**src/rtl/trio_mendel_check_phase_macros.svh**
```systemverilog
// Assertion macros for the trio Mendel check top level.
`ifndef TRIO_MENDEL_CHECK_PHASE_MACROS_SVH
`define TRIO_MENDEL_CHECK_PHASE_MACROS_SVH

// Same-cycle implication, disabled during reset.
`define TMC_ASSERT_NOW(label, clk, rst, ante, cons, msg) \
  label: assert property (@(posedge clk) disable iff (rst) (ante) |-> (cons)) \
    else $error(msg);

// Next-cycle implication, disabled during reset.
`define TMC_ASSERT_NEXT(label, clk, rst, ante, cons, msg) \
  label: assert property (@(posedge clk) disable iff (rst) (ante) |=> (cons)) \
    else $error(msg);

`endif

```
**src/rtl/tmc_pkg.sv**
```systemverilog
// Shared types and constants for the trio Mendel check and phasing block.
package tmc_pkg;

  localparam int IDX_W       = 16;
  localparam int TOTAL_W     = 16;
  localparam int QUEUE_DEPTH = 4;
  localparam int QPTR_W      = $clog2(QUEUE_DEPTH);

  // Classified locus as it travels from the front to the back.
  typedef struct packed {
    logic [IDX_W-1:0] marker_index;
    logic             mendel_error;
    logic             examined;
    logic             locus_known;
    logic             first_trans_bit;
    logic             second_trans_bit;
    logic             child_trans_bit;
    logic             child_heterozygous;
  } cls_t;

endpackage

```
**src/rtl/tmc_in_if.sv**
```systemverilog
// Input channel: one trio or duo locus per transfer.
interface tmc_in_if;
  import tmc_pkg::*;

  logic             valid;
  logic             ready;
  logic [IDX_W-1:0] marker_index;
  logic             is_trio;
  logic             child_homozygous;
  logic             child_allele;
  logic             child_missing;
  logic             first_homozygous;
  logic             first_allele;
  logic             first_missing;
  logic             second_homozygous;
  logic             second_allele;
  logic             second_missing;

  modport source (
    output valid, marker_index, is_trio, child_homozygous, child_allele, child_missing,
           first_homozygous, first_allele, first_missing,
           second_homozygous, second_allele, second_missing,
    input  ready
  );

  modport sink (
    input  valid, marker_index, is_trio, child_homozygous, child_allele, child_missing,
           first_homozygous, first_allele, first_missing,
           second_homozygous, second_allele, second_missing,
    output ready
  );
endinterface

```
**src/rtl/tmc_front.sv**
```systemverilog
// Front end: accepts a locus, checks Mendelian consistency and derives phase bits.
module tmc_front (
  input  logic         clk,
  input  logic         rst,
  tmc_in_if.sink       in_ch,
  input  logic         hold,
  input  logic         q_full,
  output logic         q_push,
  output tmc_pkg::cls_t q_item
);
  import tmc_pkg::*;

  logic front_valid;
  cls_t front_item;
  cls_t cls;
  logic accept;

  logic ph0, pa0, pm0, ph1, pa1, pm1;
  logic ch, ca, cm, trio;
  logic err;

  always_comb begin
    trio = in_ch.is_trio;
    ch   = in_ch.child_homozygous;
    ca   = in_ch.child_allele;
    cm   = in_ch.child_missing;
    ph0  = in_ch.first_homozygous;
    pa0  = in_ch.first_allele;
    pm0  = in_ch.first_missing;
    // A duo has no second parent: treat it as missing.
    ph1  = trio & in_ch.second_homozygous;
    pa1  = trio & in_ch.second_allele;
    pm1  = ~trio | in_ch.second_missing;

    err = 1'b0;
    if (!cm && (ph0 || ph1)) begin
      if (ph0 && ph1) begin
        if (ch) err = (pa0 ^ pa1) | ((pa0 & pa1) != ca);
        else    err = ~(pa0 ^ pa1);
      end else if (ch) begin
        err = (ph0 ? pa0 : pa1) != ca;
      end
    end

    cls                    = '0;
    cls.marker_index       = in_ch.marker_index;
    cls.mendel_error       = err;
    cls.examined           = ~cm & (~pm0 | ~pm1);
    if (!err) begin
      cls.child_heterozygous = trio & ~ch & ~cm;
      if (ph0 && ph1) begin
        // both parents homozygous: nothing new learned
      end else if (ch) begin
        cls.first_trans_bit  = ca;
        cls.second_trans_bit = trio & ca;
        cls.locus_known      = 1'b1;
      end else if ((!ph0 || pm0) && (!ph1 || pm1)) begin
        // ambiguous
      end else if (!trio) begin
        cls.child_trans_bit = pa0;
        cls.locus_known     = 1'b1;
      end else if (!cm) begin
        // the heterozygous parent passed the allele the homozygous one lacks
        if (ph0) cls.second_trans_bit = ~pa0;
        else     cls.first_trans_bit  = ~pa1;
        cls.locus_known = 1'b1;
      end
    end
  end

  assign in_ch.ready = ~hold & (~front_valid | ~q_full);
  assign accept      = in_ch.valid & in_ch.ready;
  assign q_push      = front_valid & ~q_full;
  assign q_item      = front_item;

  always_ff @(posedge clk) begin
    if (rst) begin
      front_valid <= 1'b0;
    end else if (accept) begin
      front_valid <= 1'b1;
    end else if (q_push) begin
      front_valid <= 1'b0;
    end
  end

  always_ff @(posedge clk) begin
    if (accept) begin
      front_item <= cls;
    end
  end
endmodule

```
**src/flat_wrapper.sv**
```systemverilog
// flat-port wrapper written by rule: the top's interface ports become plain ports
module tmc_front_flat import tmc_pkg::*;
  (clk, rst, hold, q_full, q_push, q_item, in_ch_valid, in_ch_marker_index, in_ch_is_trio, in_ch_child_homozygous, in_ch_child_allele, in_ch_child_missing, in_ch_first_homozygous, in_ch_first_allele, in_ch_first_missing, in_ch_second_homozygous, in_ch_second_allele, in_ch_second_missing, in_ch_ready);
  tmc_in_if in_ch_i ();
  input  logic clk;
  input  logic rst;
  input  logic hold;
  input  logic q_full;
  output logic q_push;
  output tmc_pkg::cls_t q_item;
  input wire logic [$bits(in_ch_i.valid)-1:0] in_ch_valid;
  input wire logic [$bits(in_ch_i.marker_index)-1:0] in_ch_marker_index;
  input wire logic [$bits(in_ch_i.is_trio)-1:0] in_ch_is_trio;
  input wire logic [$bits(in_ch_i.child_homozygous)-1:0] in_ch_child_homozygous;
  input wire logic [$bits(in_ch_i.child_allele)-1:0] in_ch_child_allele;
  input wire logic [$bits(in_ch_i.child_missing)-1:0] in_ch_child_missing;
  input wire logic [$bits(in_ch_i.first_homozygous)-1:0] in_ch_first_homozygous;
  input wire logic [$bits(in_ch_i.first_allele)-1:0] in_ch_first_allele;
  input wire logic [$bits(in_ch_i.first_missing)-1:0] in_ch_first_missing;
  input wire logic [$bits(in_ch_i.second_homozygous)-1:0] in_ch_second_homozygous;
  input wire logic [$bits(in_ch_i.second_allele)-1:0] in_ch_second_allele;
  input wire logic [$bits(in_ch_i.second_missing)-1:0] in_ch_second_missing;
  output wire logic [$bits(in_ch_i.ready)-1:0] in_ch_ready;
  assign in_ch_i.valid = in_ch_valid;
  assign in_ch_i.marker_index = in_ch_marker_index;
  assign in_ch_i.is_trio = in_ch_is_trio;
  assign in_ch_i.child_homozygous = in_ch_child_homozygous;
  assign in_ch_i.child_allele = in_ch_child_allele;
  assign in_ch_i.child_missing = in_ch_child_missing;
  assign in_ch_i.first_homozygous = in_ch_first_homozygous;
  assign in_ch_i.first_allele = in_ch_first_allele;
  assign in_ch_i.first_missing = in_ch_first_missing;
  assign in_ch_i.second_homozygous = in_ch_second_homozygous;
  assign in_ch_i.second_allele = in_ch_second_allele;
  assign in_ch_i.second_missing = in_ch_second_missing;
  assign in_ch_ready = in_ch_i.ready;
  tmc_front u_core (.clk(clk), .rst(rst), .in_ch(in_ch_i), .hold(hold), .q_full(q_full), .q_push(q_push), .q_item(q_item));
endmodule
```
**config.mk**
```make
export PLATFORM = sky130hd
export DESIGN_NAME = tmc_front_flat
export DESIGN_NICKNAME = d
export VERILOG_FILES = /design/src/rtl/trio_mendel_check_phase_macros.svh /design/src/rtl/tmc_pkg.sv /design/src/rtl/tmc_in_if.sv /design/src/rtl/tmc_front.sv /design/src/flat_wrapper.sv
export SDC_FILE = /design/constraint.sdc
export NUM_CORES = 1
export LEC_CHECK = 0
export ABC_AREA = 1
export BUFFER_PORTS_ARGS = -buffer_cell sky130_fd_sc_hd__buf_4
export CORE_ASPECT_RATIO = 1.4
export CORE_MARGIN = 4
export CORE_UTILIZATION = 47
export DETAILED_ROUTE_END_ITERATION = 10
export GPL_TIMING_DRIVEN = 0
export PLACE_DENSITY = 0.8
export SLEW_MARGIN = 20
export SYNTH_ARGS = -nofsm -noshare
export SYNTH_HDL_FRONTEND = slang
export SYNTH_SLANG_ARGS = --single-unit
```
**constraint.sdc**
```tcl
create_clock -name clk -period 8.9 [get_ports clk]
set_clock_uncertainty 0.15 [all_clocks]
set_input_delay 1.78 -clock clk [delete_from_list [all_inputs] [get_ports clk]]
set_output_delay 1.78 -clock clk [all_outputs]
set_load 0.005 [all_outputs]
```
* After elaboration in Yosys (flattened, before gate mapping) *
Index checks and enable logic that the tools add are counted.

word-level totals
  input port bits = 31
  logic and storage cells = 64
  register bits = 24

cells by class
  bitwise operators = 26
  multiplexer cells = 15
  reduce and logical (&&, ||, !) cells = 12
  eq/ne operators = 2

operators with widths
  operator            count
  1-bit 2-to-1 mux    11
  1-bit inverter      11
  1-bit AND           10
  3-bit 2-to-1 mux    2
  5-bit OR reduction  1
  4-bit 2-to-1 mux    1
  1-bit bitwise OR    4
  1-bit logical AND   3
  1-bit logical NOT   3
  1-bit logical OR    3
  2-bit 2-to-1 mux    1
  1-bit != test       2
  2-bit nonzero test  1
  2-bit OR reduction  1
  1-bit bitwise XOR   1

* Depth between registers and ports, before layout *
  word-level depth = 8
  mapped depth = 10

* Worst setup path after synthesis *
OpenSTA, ideal clock, no wires.

  kind = input to register
  start = input q_full
  end = register u_core.front_item (netlist bit u_core.q_item[0]), enable pin
  stages on the path = 3
  arrival = 3675 ps
  library setup time = 440 ps
  required time = 8310 ps
  setup slack = 4635 ps
  cell sequence = nand2_1 inv_1 nor3b_1

on the way
  word-level cells in the longest chain between the ends = 4

RTL lines
  what                     RTL line           RTL
  start, declared          flat_wrapper.sv:8  input logic q_full;
  1-bit inverter           tmc_front.sv:71    assign in_ch.ready = ~hold & (~front_valid | ~q_full);
  1-bit bitwise OR         tmc_front.sv:71
  1-bit AND                tmc_front.sv:71
  1-bit AND                tmc_front.sv:72    assign accept = in_ch.valid & in_ch.ready;
  named net u_core.accept  tmc_front.sv:16    logic accept;
  end signal, assigned     tmc_front.sv:88    front_item <= cls;
  end, declared            tmc_front.sv:14    cls_t front_item;

The timed path passes the listed nets, and every way through them passes these cells.
A chain may end at the register's enable or synchronous reset.

* Worst setup path after layout *
  start = input q_full
  end = output in_ch_ready

on the way
  word-level cells in the longest chain between the ends = 3

RTL lines
  what              RTL line            RTL
  1-bit inverter    tmc_front.sv:71
  1-bit bitwise OR  tmc_front.sv:71
  1-bit AND         tmc_front.sv:71
  end, declared     flat_wrapper.sv:23  output wire logic [$bits(in_ch_i.ready)-1:0] in_ch_ready;

Every way passes these cells.

==> flow_summary.ini <==
[clock_tree]
cts.sinks = 24
insertion_delay_ns = 0.31
h-tree-depth = 1
root_buffer = clkbuf_4
postCtsSetupBuffers = 0
holdBufCountCts = 0
cts_tree = yes
numCtsBuffers = 3
clkTransAtPathRegs_ns = 0.12
clockBufferDepth = 2
ctsResizeCount = 0

[drt]
wl_met3_um = 286
wl_per_cell_um = 14.3
top_layer = met4
dr_wl_met2_mm = 1.16
route.vias.total = 800
antenna_left = 0
viasPerCell = 4.88
initialDrtViolationCount = 7
wl_met1_um = 831
drc = 0
wl_mm = 2.35
drt_pass1_iterations = 2

[final_layout]
finish.utilization = 0.750
num_antenna_cells = 0
stdcell_count = 164
syn_to_final_growth_pct = 46.7
seq_area_um2 = 711
nFillCells = 142
final_cell_area_mm2 = 0.00153
layout-drive-gt1-share = 0.538
nNetsFinal = 176
multi_input_area_um2 = 277

[logic_synthesis]
synth_cell_types = 22
syn_area_mm2 = 0.00105
ys_warn_count = 0
ys_seq_elements = 24
syn_nets = 115
avgSynthCellArea_um2 = 12.6
synth_seq_area_share = 0.679
syn_inst = 83

[sta]
rsz0062_at_grt = false
hold-worst-slack_ns = 0.488
drv_slew = 0
fmax_mhz = 241
fin_crit_sh = 0.466
period_needed_ns = 4.15
tightest_slew_ns = 0.525
fin_setup_tns_ns = 0
slew_headroom = 0.649
hold_viol = 0
setup_violations = 0

[placement]
post-place-cells = 160
dpl_cell_area_mm2 = 0.00150
place.gp.congestion = 0.821
hpwl_mm = 1.89
portBuffers = 54

[job]
maxCapViolCount = 0

[worst_setup_path]
path_cells = buf_4, nand2_1, inv_1, nor2_1, buf_4
worstPathArrival_ns = 2.22
crit_type = in -> out
path_max_fanout = 3
crit_family = buffers and inverters
crit_path_end_kind = output pin
crit_top_cell = buf_4
crit_required_ns = 6.97
cp_num_buf_inv = 3
cp_slowest_cell = buf_4
start_kind = input port
critPathMaxStageDelay_ns = 0.12

[floorplanning]
die_w_um = 47.9
core_region_area_mm2 = 0.00204
start_util = 0.512
rows = 19
io_pins = 56
die-area_mm2 = 0.00306
die_h_um = 63.8

[grt]
grt_util_all_layers = 0.165
grt_pass1_vias = 776
grt_overflow = 0
grt_max_degree = 14
grt_pass1_wl_mm = 3.48
antenna_found_initial = 0

[outcome]
status = finished clean

[power]
vdd_drop_max_mv = 0.0865
p_per_area_mw_per_mm2 = 145
p_leak_nw = 0.711

[hold_path]
hold_class = reg -> reg
==> cell type report <==
type / instances / area share
Sequential cell: 24 / 0.463
Clock buffer: 4 / 0.0237
Tap cell: 21 / 0.0171
Inverter: 14 / 0.0343
Multi-Input combinational cell: 44 / 0.180
Timing Repair Buffer: 56 / 0.274
Buffer: 1 / 0.00734
==> tightest hold or removal path: stages, from the launching register on <==
cell      delay (ns)
dfxtp_1         0.33
nand2_1         0.05
inv_1           0.06
o21bai_1        0.13
inv_1           0.03
==> state kept, by name, indices dropped and copies added (netlist names) <==
signal	cells
u_core.front_valid	1
u_core.q_item	23
==> logic make-up after synthesis <==
logic type               share of synthesized area
AO/OA/AOI/OAI                               0.0658
AND/OR/NAND/NOR                              0.182
adder cells (fa/ha/maj)                     0.0120
buffers and inverters                       0.0610
flip-flops                                   0.679
==> per-stage QoR <==
stage	total power, W	setup WS (ns)
after CTS	0.000225	4.75
after global routing	0.000235	4.72
final	0.000223	4.75
after global placement	0.000168	4.05
after floorplan	0.000148	4.63
after detailed placement	0.000170	4.75
==> Yosys cell counts (all sizes together) <==
cell type	n	share of area
edfxtp	23	0.66
nand2	16	0.079
inv	14	0.050
nor2	9	0.039
nand3	6	0.038
a21oi	5	0.031
a22oi	1	0.0072
and2	1	0.0060
buf	1	0.011
dfxtp	1	0.019
ha	1	0.012
nor3b	1	0.0072
nor4	1	0.012
o21ai	1	0.0084
o21bai	1	0.0072
o22ai	1	0.012
==> final timing paths <==
check	cells past startpoint	slack (ns)	to	start
worst max register to register	5	7.08	u_core.q_item[19]$_DFFE_PP_	u_core.front_valid$_SDFFE_PP0P_
worst min register to register	4	0.49	u_core.front_valid$_SDFFE_PP0P_	u_core.front_valid$_SDFFE_PP0P_
worst max-delay path	5	4.75	in_ch_ready	q_full
worst min-delay path	4	0.49	u_core.front_valid$_SDFFE_PP0P_	u_core.front_valid$_SDFFE_PP0P_
==> per-layer routing <==
| metal | vias up | GRT usage |
|---|---|---|
| li1 | 400 | - |
| met1 | 355 | 0.172 |
| met2 | 40 | 0.276 |
| met3 | 5 | 0.0393 |
| met4 | 0 | 0.101 |
| met5 | - | 0 |
==> cell usage in the layout (no fill, tap or decap), drive strengths merged <==
master  count
dfxtp       1
edfxtp     23
buf        57
nor2        9
ha          1
clkbuf      4
nor4        1
o21bai      1
inv        14
o22ai       1
o21ai       1
a21oi       5
nand2      16
nand3       6
a22oi       1
and2        1
nor3b       1
==> power breakdown <==
part	switching, W	total, W	leakage (nW)	internal, W
Sequential	0.00000129	0.000131	0.223	0.000130
Clock	0.0000309	0.0000559	0.0210	0.0000250
Combinational	0.0000165	0.0000362	0.467	0.0000197
Total	0.0000487	0.000223	0.711	0.000175
(Power assumes the default switching activity.)
