File: src/rtl/trio_mendel_check_phase_macros.svh
// Assertion macros for the trio Mendel check top level.
`ifndef TRIO_MENDEL_CHECK_PHASE_MACROS_SVH
`define TRIO_MENDEL_CHECK_PHASE_MACROS_SVH

// Same-cycle implication, disabled during reset.
`define TMC_ASSERT_NOW(label, clk, rst, ante, cons, msg) \
  label: assert property (@(posedge clk) disable iff (rst) (ante) |-> (cons)) \
    else $error(msg);

// Next-cycle implication, disabled during reset.
`define TMC_ASSERT_NEXT(label, clk, rst, ante, cons, msg) \
  label: assert property (@(posedge clk) disable iff (rst) (ante) |=> (cons)) \
    else $error(msg);

`endif

File: src/rtl/tmc_pkg.sv
// Shared types and constants for the trio Mendel check and phasing block.
package tmc_pkg;

  localparam int IDX_W       = 16;
  localparam int TOTAL_W     = 16;
  localparam int QUEUE_DEPTH = 4;
  localparam int QPTR_W      = $clog2(QUEUE_DEPTH);

  // Classified locus as it travels from the front to the back.
  typedef struct packed {
    logic [IDX_W-1:0] marker_index;
    logic             mendel_error;
    logic             examined;
    logic             locus_known;
    logic             first_trans_bit;
    logic             second_trans_bit;
    logic             child_trans_bit;
    logic             child_heterozygous;
  } cls_t;

endpackage

File: src/rtl/tmc_queue.sv
// Short queue of classified loci between the front and the back.
module tmc_queue (
  input  logic          clk,
  input  logic          rst,
  input  logic          push,
  input  tmc_pkg::cls_t push_item,
  output logic          full,
  output logic          head_valid,
  output tmc_pkg::cls_t head_item,
  input  logic          pop
);
  import tmc_pkg::*;

  cls_t             entries [QUEUE_DEPTH];
  logic [QPTR_W-1:0] wr_ptr;
  logic [QPTR_W-1:0] rd_ptr;
  logic [QPTR_W:0]   count;

  assign full       = count == (QPTR_W + 1)'(QUEUE_DEPTH);
  assign head_valid = count != '0;
  assign head_item  = entries[rd_ptr];

  always_ff @(posedge clk) begin
    if (rst) begin
      wr_ptr <= '0;
      rd_ptr <= '0;
      count  <= '0;
    end else begin
      if (push) wr_ptr <= wr_ptr + 1'b1;
      if (pop)  rd_ptr <= rd_ptr + 1'b1;
      case ({push, pop})
        2'b10:   count <= count + 1'b1;
        2'b01:   count <= count - 1'b1;
        default: count <= count;
      endcase
    end
  end

  always_ff @(posedge clk) begin
    if (push) begin
      entries[wr_ptr] <= push_item;
    end
  end
endmodule

File: config.mk
export PLATFORM = sky130hd
export DESIGN_NAME = tmc_queue
export DESIGN_NICKNAME = d
export VERILOG_FILES = /design/src/rtl/trio_mendel_check_phase_macros.svh /design/src/rtl/tmc_pkg.sv /design/src/rtl/tmc_queue.sv
export SDC_FILE = /design/constraint.sdc
export NUM_CORES = 1
export LEC_CHECK = 0
export BUFFER_PORTS_ARGS = -buffer_cell sky130_fd_sc_hd__buf_2
export CAP_MARGIN = 25
export CORE_ASPECT_RATIO = 0.75
export CORE_UTILIZATION = 56
export DETAILED_ROUTE_END_ITERATION = 10
export PLACE_DENSITY = 0.78
export SLEW_MARGIN = 5
export SYNTH_ARGS = -nofsm -noshare
export SYNTH_HDL_FRONTEND = slang
export SYNTH_SLANG_ARGS = --single-unit
File: constraint.sdc
create_clock -name clk -period 2 [get_ports clk]
set_input_delay 0.4 -clock clk [delete_from_list [all_inputs] [get_ports clk]]
set_output_delay 0.4 -clock clk [all_outputs]
set_load 0.02 [all_outputs]
Word level (Yosys, flattened, before mapping) --
Memory sizes are Yosys's and may differ from the RTL's. A register that Yosys moved wholly into a read port is not among the register bits. Cells that the tools add are included.
Storage, ports and cells: register bits after elaboration 7, memory bits (writable) 92, input port bits 27, output and inout bits 25, logic and storage cells 18, memories kept 1
Cells by class: add/sub/neg operators 4, equality and inequality tests 3, multiplexer cells 5, reductions and logical operators 2
Memory list:
- entries | words 4, width 23, rd ports 1, clocked after memory_dff 1, wr ports 1, RTL line tmc_queue.sv:14 | cls_t entries [QUEUE_DEPTH];
Operators with widths (count):
- $pmux W3 S2 | 1
- $add A2 B1 Y2 const B | 2
- $mux W2 | 2
- $add A3 B1 Y3 const B | 1
- $eq A3 B3 Y1 const B | 1
- $reduce_bool A3 Y1 | 1
- $sub A3 B1 Y3 const B | 1
- $eq A2 B1 Y1 const B | 1
- $eq A2 B2 Y1 const B | 1
- $mux W1 | 2
- $reduce_bool A2 Y1 | 1

Depth between registers and ports, before layout --
Gate-level depths: netlist of the first run.
depth after elaboration 3, gate-level depth with buffers 6, depth with buffers taken out 6

Worst setup path after synthesis of the first run --
No wires, ideal clock.
kind input to register, start input port push, end register count[2], arrival 1.561 ns, data required time 1.930 ns, slack 0.369 ns, stages on the path 6, cell sequence inv_1 ha_1 fa_1 xnor2_1 or3_1 a21oi_1
Between the ends: longest elaborated chain between the ends 2, elaborated cells on any way between the ends 4, those cells by class eq/ne: 2; mux: 1; reduce/logical: 1
RTL lines:
- from (decl) | RTL line tmc_queue.sv:5 | input logic push,
- $eq A2 B1 Y1 or $eq A2 B2 Y1 (tied branches) | RTL line tmc_queue.sv:31 | case ({push, pop})
- $pmux W3 S2 or $reduce_bool A2 Y1 (tied branches)
- to (signal assigned) | RTL line tmc_queue.sv:32 | 2'b10: count <= count + 1'b1;
- to (signal assigned) | RTL line tmc_queue.sv:33 | 2'b01: count <= count - 1'b1;
- to (signal assigned) | RTL line tmc_queue.sv:34 | default: count <= count;
- to (decl) | RTL line tmc_queue.sv:17 | logic [QPTR_W:0] count;
Several ways; a longest one is shown, not always the timed one. A chain may end at the register's enable or synchronous reset.

==> impl_metrics.json, run 1 <==
{
  "numPortBuffers": 51,
  "syn_area_mm2": 0.00378,
  "numCtsBuffers": 9,
  "slew_violations": 0,
  "clock_sinks": 101,
  "ir_drop_uv": 579,
  "critPathKind": "register to output port",
  "synth_warnings": 0,
  "viasPerCell": 5.51,
  "fin_nets": 266,
  "worst_skew_pair.late_latency_ns": 0.35,
  "fin_skew_ns": 0.00729,
  "hold_viol_final": 0,
  "yosysUniqueCellTypes": 21,
  "root_buffer": "clkbuf_8",
  "core_area_mm2": 0.00641,
  "grt_pass1_vias": 1835,
  "start_util_pct": 58.9,
  "pre_cts_ws_ns": 0.110,
  "cts_hold_buf": 0,
  "status": "finished, violations left",
  "maxSlewHeadroom_pct": 77.2,
  "fin_util_pct": 70.0,
  "overflow": 0,
  "crit_path_end_kind": "output port",
  "placed_area_mm2": 0.00416,
  "cts_htree_levels": 3,
  "cts_tree": "built",
  "fin_ws_ns": -0.0295,
  "dpl.hpwl_um": 4070,
  "syn_area_per_cell_um2": 23.2,
  "fmaxAchievable_mhz": 493,
  "worstPathMaxFanout": 8,
  "rsz0062_at_grt": "yes",
  "clk_path_buf_depth": 2,
  "grt_usage_pct": 18.8,
  "grt_pass1_wl_um": 9440,
  "p_sw_uw": 995,
  "antenna_found_initial": 0,
  "setup_viol": 17,
  "fillers": 381,
  "yosys.area.top_type": "edfxtp_1",
  "grtUsageMet2_pct": 32.1,
  "tightest_slew_ns": 0.342,
  "min_path_type": "input pin to register",
  "met3_usage_pct": 6.23,
  "comb_power_share_pct": 15.1,
  "final_area_mm2": 0.00449,
  "diodes": 0,
  "worstPathArrival_ns": 1.63,
  "synth_cells": 163,
  "power_frac_seq_pct": 58.9,
  "firstDrtPassIters": 4,
  "drc": 0,
  "hold_slack_ns": 0.259,
  "ant_nets": 0,
  "p_clk_share_pct": 26.0,
  "grt_max_degree": 24,
  "synth_edf_count": 92,
  "swShare_pct": 23.8,
  "routabilityCongestion": 0.654,
  "worstPathRequired_ns": 1.60,
  "ys_seq_area_share_pct": 77.9,
  "drv_cap": 0,
  "ys_ff_latch": 101,
  "synth_top_cells_by_area": "edfxtp_1, mux4_2, dfxtp_1, mux4_1, ha_1",
  "p_leak_nw": 1.57,
  "syn_nets": 196,
  "wirelength_um": 6050,
  "die_w_um": 96.9,
  "power.density_mw_per_mm2": 930,
  "met1_usage_pct": 23.5,
  "fin_crit_sh_pct": 101,
  "area_growth_pct": 18.7,
  "p_int_mw": 3.18,
  "grt.busiest_layer": "met2",
  "rows": 25,
  "yosysTopAreaCellShare_pct": 73.1,
  "min_period_ns": 2.03,
  "synthFlopType": "edfxtp_1",
  "dieArea_mm2": 0.00709,
  "chipHeight_um": 73.2,
  "dr.first_iter.drc_count": 93,
  "wl_per_cell_um": 19.0,
  "drive_gt1_share_pct": 42.4,
  "io_pins": 52,
  "cts.clk_slew.worst_paths_ns": 0.09,
  "fin_tns_setup_ns": -0.216,
  "startpoint_type": "register",
  "synthArstFlopShare_pct": 0,
  "violations": "setup timing",
  "dr_total_vias": 1757
}
==> path summary, 6_finish.rpt <==
path	from	to	slack, ns	cells past startpoint
setup reg to reg	count[0]$_SDFFE_PP0P_	count[2]$_SDFFE_PP0P_	0.52	4
setup / recovery	register	head_item[12]	-0.03	3
hold reg to reg	count[2]$_SDFFE_PP0P_	count[2]$_SDFFE_PP0P_	0.51	2
hold / removal	push_item[2]	entries[3][2]$_DFFE_PP_	0.26	1
==> kinds of logic after synthesis <==
kind of cell             Yosys count  share of synthesized area (%)
XOR/XNOR                           5                           1.16
AND/OR/NAND/NOR                   15                           1.99
multiplexers                      25                           14.5
adder cells (fa/ha/maj)            6                           2.18
flip-flops                       101                           77.9
AO/OA/AOI/OAI                      2                          0.265
buffers and inverters              9                           2.02
==> cells in the final DEF, fill, tap and decap left out <==
cell type,synthesis,layout
fa_1,1,1
nor2_1,7,7
o21ai_0,1,1
mux4_1,3,2
buf_4,0,12
or3_1,2,2
ha_1,5,5
xor2_1,2,2
dfxtp_1,9,8
clkinvlp_4,0,3
xnor2_1,3,3
clkinv_4,0,1
buf_2,2,31
edfxtp_1,92,92
and2_1,4,4
buf_8,0,3
inv_1,3,3
nand2_1,1,1
mux2i_1,2,2
dfxtp_4,0,1
clkinv_1,0,1
buf_6,1,19
mux4_2,20,21
clkinv_2,0,1
a21oi_1,1,1
nor3b_1,1,1
clkbuf_8,0,9
clkbuf_1,1,1
==> critical path, cell delays in order (launching register included) <==
cell,delay (ns)
dfxtp_4,0.44
buf_8,0.16
mux4_2,0.52
buf_6,0.15
==> registers in the layout, summed over array words and instances (netlist names), named ones only <==
register  count
wr_ptr        2
rd_ptr        2
entries      92
count         3
==> stage by stage <==
stage	power (mW)	instances
final	4.17	319
after global routing	4.33	319
after CTS	4.21	319
after detailed placement	3.04	300
after global placement	3.02	300
after floorplan	2.86	163
==> repair_timing <==
| action | CTS | global route |
|---|---|---|
| buffers inserted | 3 | 0 |
| hold endpoints to repair | 0 | 0 |
| resized for setup | 46 | 1 |
| endpoints found under the setup margin | 21 | 23 |
==> per-layer routing <==
metal / up-vias / part of all wire [%]
met3: 6 / 5.7
met2: 58 / 51
li1: 798 / -
met5: - / 0
met4: 0 / 0.79
met1: 895 / 42
==> synth_stat cells (3+ instances only) <==
cell / number
ha_1: 5
inv_1: 3
dfxtp_1: 9
and2_1: 4
mux4_2: 20
edfxtp_1: 92
nor2_1: 7
mux4_1: 3
xnor2_1: 3
==> power by group through the flow <==
stage	clock network (mW)	registers, mW	logic [mW]
finish	1.08	2.46	0.630
global placement	0	2.50	0.522
floorplan	0	2.49	0.367
detailed placement	0	2.51	0.531
global route	1.19	2.47	0.671
CTS	1.11	2.46	0.636
==> final cells by class <==
class	instances	area, um^2	area share (%)
Clock buffer	10	128	2.84
Clock inverter	6	40.0	0.892
Inverter	3	11.3	0.251
Multi-Input combinational cell	53	757	16.9
Sequential cell	101	2950	65.7
Tap cell	81	101	2.26
Timing Repair Buffer	65	504	11.2
No activity file was read; power rests on OpenSTA's default activity.
==> inputs of run 2 (changes only) <==
--- a/config.mk
+++ b/config.mk
@@ -5,12 +5,13 @@
 export SDC_FILE = /design/constraint.sdc
 export NUM_CORES = 1
 export LEC_CHECK = 0
+export ABC_AREA = 1
 export BUFFER_PORTS_ARGS = -buffer_cell sky130_fd_sc_hd__buf_2
 export CAP_MARGIN = 25
 export CORE_ASPECT_RATIO = 0.75
-export CORE_UTILIZATION = 56
+export CORE_UTILIZATION = 57
 export DETAILED_ROUTE_END_ITERATION = 10
-export PLACE_DENSITY = 0.78
+export PLACE_DENSITY = 0.79
 export SLEW_MARGIN = 5
 export SYNTH_ARGS = -nofsm -noshare
 export SYNTH_HDL_FRONTEND = slang
==> impl_metrics.json, run 2 <==
{
  "slew_violations": 0,
  "overflow": 0,
  "synth_top_cells_by_area": "edfxtp_1, o22ai_2, dfxtp_1, o21ai_0, o21ai_2",
  "cpPeakStageDelay_ns": 0.41,
  "largest_register": "entries",
  "maxSlewHeadroom_pct": 77.9,
  "dr.first_iter.drc_count": 138,
  "p_sw_mw": 1.06,
  "ir_drop_uv": 512,
  "area_growth_pct": 13.1,
  "p_total_mw": 4.13,
  "swShare_pct": 25.8,
  "cts_tree": "built",
  "firstDrtPassIters": 4,
  "hold_slack_ns": 0.211,
  "wirelength_um": 7110,
  "start_util_pct": 60.1,
  "ant_nets": 0,
  "routabilityCongestion": 0.732,
  "min_path_type": "input pin to register",
  "syn_nets": 314,
  "dpl.hpwl_um": 4440,
  "fin_nets": 373,
  "synth_cells": 281,
  "comb_power_share_pct": 14.0,
  "drc": 0,
  "worst_skew_pair.late_latency_ns": 0.35,
  "grt_usage_pct": 20.4,
  "drv_cap": 0,
  "synthArstFlopShare_pct": 0,
  "yosys.area.top_type": "edfxtp_1",
  "worstPathMaxFanout": 46,
  "yosysUniqueCellTypes": 26,
  "mostFrequentLayoutCells": "edfxtp_1, buf_2, o21ai_0, nor2_1",
  "largest_register_ffs": 92,
  "min_period_ns": 1.91,
  "power_frac_seq_pct": 59.2,
  "slowest_stage": "dfxtp_4",
  "worstPathRequired_ns": 1.60,
  "crit_path_end_kind": "output port",
  "grt_pass1_wl_um": 11500,
  "synth_warnings": 0,
  "ys_seq_area_share_pct": 70.3,
  "fmaxAchievable_mhz": 524,
  "fin_crit_sh_pct": 95.4,
  "diodes": 0,
  "synthFlopType": "edfxtp_1",
  "critical_path.cell_chain": "inv_12, o21ai_0, o22ai_2, buf_2",
  "clk_path_buf_depth": 2,
  "final_common_cell": "edfxtp_1",
  "numPortBuffers": 51,
  "clock_sinks": 101,
  "whs_path_depth": 2,
  "fillers": 495,
  "ys_ff_latch": 101,
  "cts.clk_slew.worst_paths_ns": 0.09,
  "cts_htree_levels": 3,
  "dr_total_vias": 2339,
  "rr_worst_depth": 5,
  "tightest_slew_ns": 0.331,
  "antenna_found_initial": 1,
  "wl_per_cell_um": 16.0,
  "synthTopCellsByCount": "edfxtp_1, o21ai_0, nor2_1",
  "p_leak_nw": 1.71,
  "fin_util_pct": 68.0,
  "cp_num_cells": 4,
  "syn_area_mm2": 0.00419,
  "die_w_um": 101,
  "rows": 26,
  "grt_max_degree": 47,
  "p_clk_share_pct": 26.8,
  "status": "completed",
  "synth_edf_count": 92,
  "critPathKind": "register to output port",
  "power.density_mw_per_mm2": 872,
  "cp.buffers_inverters": 2,
  "numCtsBuffers": 9,
  "startpoint_type": "register",
  "cts_hold_buf": 0,
  "synth_most_common_cell": "edfxtp_1",
  "crit_family": "buffers and inverters",
  "hold_viol_final": 0,
  "grt_pass1_vias": 2321,
  "drive_gt1_share_pct": 39.1,
  "syn_area_per_cell_um2": 14.9,
  "viasPerCell": 5.28,
  "worstPathArrival_ns": 1.51,
  "io_pins": 52,
  "fin_skew_ns": 0.00452,
  "reg.largest.list": "entries: 92 flops, count: 3 flops",
  "rsz0062_at_grt": "yes",
  "dieArea_mm2": 0.00770,
  "core_area_mm2": 0.00696,
  "chipHeight_um": 76.2,
  "p_int_mw": 3.06,
  "setup_viol": 0,
  "yosysTopAreaCellShare_pct": 66.0,
  "root_buffer": "clkbuf_8"
}
==> run 2: path summary, 6_finish.rpt <==
kind / slack, ns / start / end
min: 0.21 / rst / count[0]$_SDFFE_PP0P_
min reg2reg: 0.45 / rd_ptr[1]$_SDFFE_PP0P_ / rd_ptr[1]$_SDFFE_PP0P_
max reg2reg: 0.58 / wr_ptr[0]$_SDFFE_PP0P_ / entries[0][20]$_DFFE_PP_
max: 0.09 / register / head_item[15]
==> run 2: cell type report <==
type                            count  area [um^2]  share of cell area (%)
Sequential cell                   101         2950                    62.2
Multi-Input combinational cell    152         1020                    21.5
Timing Repair Buffer               61          410                    8.67
Clock buffer                       11          131                    2.77
Tap cell                           98          123                    2.59
Inverter                           15         71.3                    1.51
Clock inverter                      5         36.3                   0.766
==> run 2: through the flow <==
stage	TNS (ns)	instance area, um^2	instances	setup WS [ns]
detailed placement	0	4540	425	0.249
global placement	0	4540	425	0.326
floorplan	0	4190	281	0.549
CTS	0	4710	441	0.0289
finish	0	4730	443	0.0919
global route	-0.0237	4730	443	-0.0171
==> run 2: per-layer routing <==
layer / GRT usage (%) / share of wire, % / vias to the layer above
met5: 0 / 0.18 / -
met4: 7.10 / 1.4 / 2
li1: - / - / 1141
met3: 6.42 / 4.9 / 13
met2: 32.9 / 48 / 59
met1: 26.3 / 45 / 1124
==> run 2: kinds of logic (layout without fill, tap and decap cells) <==
family	count (synthesis)	count (layout)	share of synthesized area [%]
fa+ha+maj	6	6	1.97
flops	101	101	70.3
compound gates	77	77	13.8
xor+xnor	1	1	0.209
buf+inv	28	92	5.44
simple gates	68	68	8.28
==> run 2: timing repair <==
action                                  4_1_cts  5_1_grt
gates cloned                                  0        0
setup buffers                                 0        2
resized for setup                             1        3
endpoints found under the setup margin       17       17
==> run 2: power by group through the flow <==
stage	sequential (mW)	clock, mW	combinational, mW
floorplan	2.48	0	0.410
global placement	2.49	0	0.560
detailed placement	2.49	0	0.572
CTS	2.45	1.13	0.573
global route	2.45	1.22	0.633
finish	2.44	1.11	0.576
==> inputs of run 3 (changes only) <==
--- a/config.mk
+++ b/config.mk
@@ -5,13 +5,13 @@
 export SDC_FILE = /design/constraint.sdc
 export NUM_CORES = 1
 export LEC_CHECK = 0
-export ABC_AREA = 1
 export BUFFER_PORTS_ARGS = -buffer_cell sky130_fd_sc_hd__buf_2
 export CAP_MARGIN = 25
 export CORE_ASPECT_RATIO = 0.75
-export CORE_UTILIZATION = 57
+export CORE_UTILIZATION = 56
 export DETAILED_ROUTE_END_ITERATION = 10
-export PLACE_DENSITY = 0.79
+export PLACE_DENSITY = 0.78
+export REMOVE_ABC_BUFFERS = 1
 export SLEW_MARGIN = 5
 export SYNTH_ARGS = -nofsm -noshare
 export SYNTH_HDL_FRONTEND = slang
==> impl_metrics.json, run 3 (synthesized netlist as in run 1, its figures left out) <==
{
  "chipHeight_um": 73.2,
  "cts_tree": "built",
  "mostFrequentLayoutCells": "edfxtp_1, buf_2, mux4_2, clkbuf_8, dfxtp_1",
  "worstPathArrival_ns": 1.61,
  "largest_register": "entries",
  "final_area_mm2": 0.00437,
  "cts.clk_slew.worst_paths_ns": 0.08,
  "fin_crit_sh_pct": 100,
  "rr_worst_depth": 4,
  "numPortBuffers": 51,
  "wl_per_cell_um": 18.3,
  "antenna_found_initial": 0,
  "met1_usage_pct": 23.0,
  "ir_drop_uv": 853,
  "root_buffer": "clkbuf_8",
  "cts_hold_buf": 0,
  "min_path_type": "input pin to register",
  "hold_viol_final": 0,
  "area_growth_pct": 15.5,
  "min_period_ns": 2.01,
  "critPathKind": "register to output port",
  "grt.busiest_layer": "met2",
  "ant_nets": 0,
  "dieArea_mm2": 0.00709,
  "dr.first_iter.drc_count": 124,
  "routabilityCongestion": 0.674,
  "clock_sinks": 101,
  "grt_max_degree": 24,
  "fmaxAchievable_mhz": 498,
  "io_pins": 52,
  "drv_cap": 0,
  "diodes": 0,
  "cts_setup_buffers": 0,
  "placed_area_mm2": 0.00414,
  "viasPerCell": 5.51,
  "firstDrtPassIters": 4,
  "drc": 0,
  "grt_pass1_wl_um": 9270,
  "violations": "setup timing",
  "fin_skew_ns": 0.00660,
  "numCtsBuffers": 9,
  "hold_slack_ns": 0.257,
  "rows": 25,
  "final_common_cell": "edfxtp_1",
  "maxSlewHeadroom_pct": 76.6,
  "cts_htree_levels": 3,
  "dpl.hpwl_um": 3540,
  "grtUsageMet2_pct": 30.2,
  "rsz0062_at_grt": "yes",
  "met3_usage_pct": 6.70,
  "drive_gt1_share_pct": 40.3,
  "crit_path_end_kind": "output port",
  "largest_register_ffs": 92,
  "wirelength_um": 5710,
  "dr_total_vias": 1719,
  "worst_skew_pair.late_latency_ns": 0.36,
  "placedCellCount": 296,
  "critical_path.cell_chain": "buf_12, mux4_1, buf_2",
  "cpPeakStageDelay_ns": 0.55,
  "clk_path_buf_depth": 2,
  "grt_usage_pct": 18.5,
  "slew_violations": 0,
  "status": "finished, violations left",
  "fin_ws_ns": -0.00649,
  "worstPathMaxFanout": 12,
  "p_leak_nw": 1.53,
  "startpoint_type": "register",
  "power.density_mw_per_mm2": 986,
  "pre_cts_ws_ns": 0.110,
  "whs_path_depth": 1,
  "layout.cells.non_filler": 312,
  "p_total_mw": 4.31,
  "slowest_stage": "mux4_1",
  "fin_tns_setup_ns": -0.00649,
  "worstPathRequired_ns": 1.60,
  "die_w_um": 96.9,
  "core_area_mm2": 0.00641,
  "tightest_slew_ns": 0.352,
  "overflow": 0,
  "fin_util_pct": 68.1,
  "setup_viol": 1,
  "fillers": 401,
  "fin_nets": 259,
  "start_util_pct": 58.9,
  "grt_pass1_vias": 1809,
  "reg.largest.list": "entries: 92 flops, count: 3 flops"
}
==> run 3: changes by cell type in the layout (fill, tap and decap cells not counted), sizes merged, moves of 3 or more <==
cell,before,now
o21ai,51,1
nor2,56,7
mux4,0,23
o22ai,23,0
inv,16,3
nand2,10,1
and2,0,4
xnor2,0,3
==> run 3: critical path: cells and delay by family, from the launching register on <==
| family | cells | cell delay (ns) |
|---|---|---|
| multiplexers | 1 | 0.55 |
| flip-flops | 1 | 0.38 |
| buffers and inverters | 2 | 0.33 |
==> run 3: path summary, 6_finish.rpt <==
kind                     startpoint                       end  slack (ns)
min reg2reg  rd_ptr[1]$_SDFFE_PP0P_    rd_ptr[1]$_SDFFE_PP0P_        0.53
max reg2reg   count[0]$_SDFFE_PP0P_     count[2]$_SDFFE_PP0P_        0.49
max                        register             head_item[16]      -0.006
min                   push_item[15]  entries[2][15]$_DFFE_PP_        0.26
==> run 3: routing by layer <==
layer / share of wire [%] / wire length [um] / vias to the layer above
met5: 0 / 0 / -
met3: 8.7 / 498 / 8
met2: 50 / 2840 / 74
met4: 1.4 / 81 / 0
li1: - / - / 784
met1: 40 / 2290 / 853
==> run 3: final cells by class <==
cell class	count	area [um^2]	share of cell area, %
clock buffer	11	131	3.01
clock inverter	5	75.1	1.72
inverter	3	11.3	0.258
multi-input combinational	53	761	17.4
sequential	101	2950	67.5
tap	81	101	2.32
timing repair buffer	58	339	7.77
==> run 3: power breakdown <==
group,internal [mW],leakage [nW],switching (mW)
clock,0.699,0.107,0.620
combinational,0.235,0.503,0.299
sequential,2.41,0.920,0.0385
total,3.35,1.53,0.957
==> run 3: repair_timing <==
item	CTS	global route
resized for setup	4	2
cloned	0	0
setup endpoints to repair	14	23
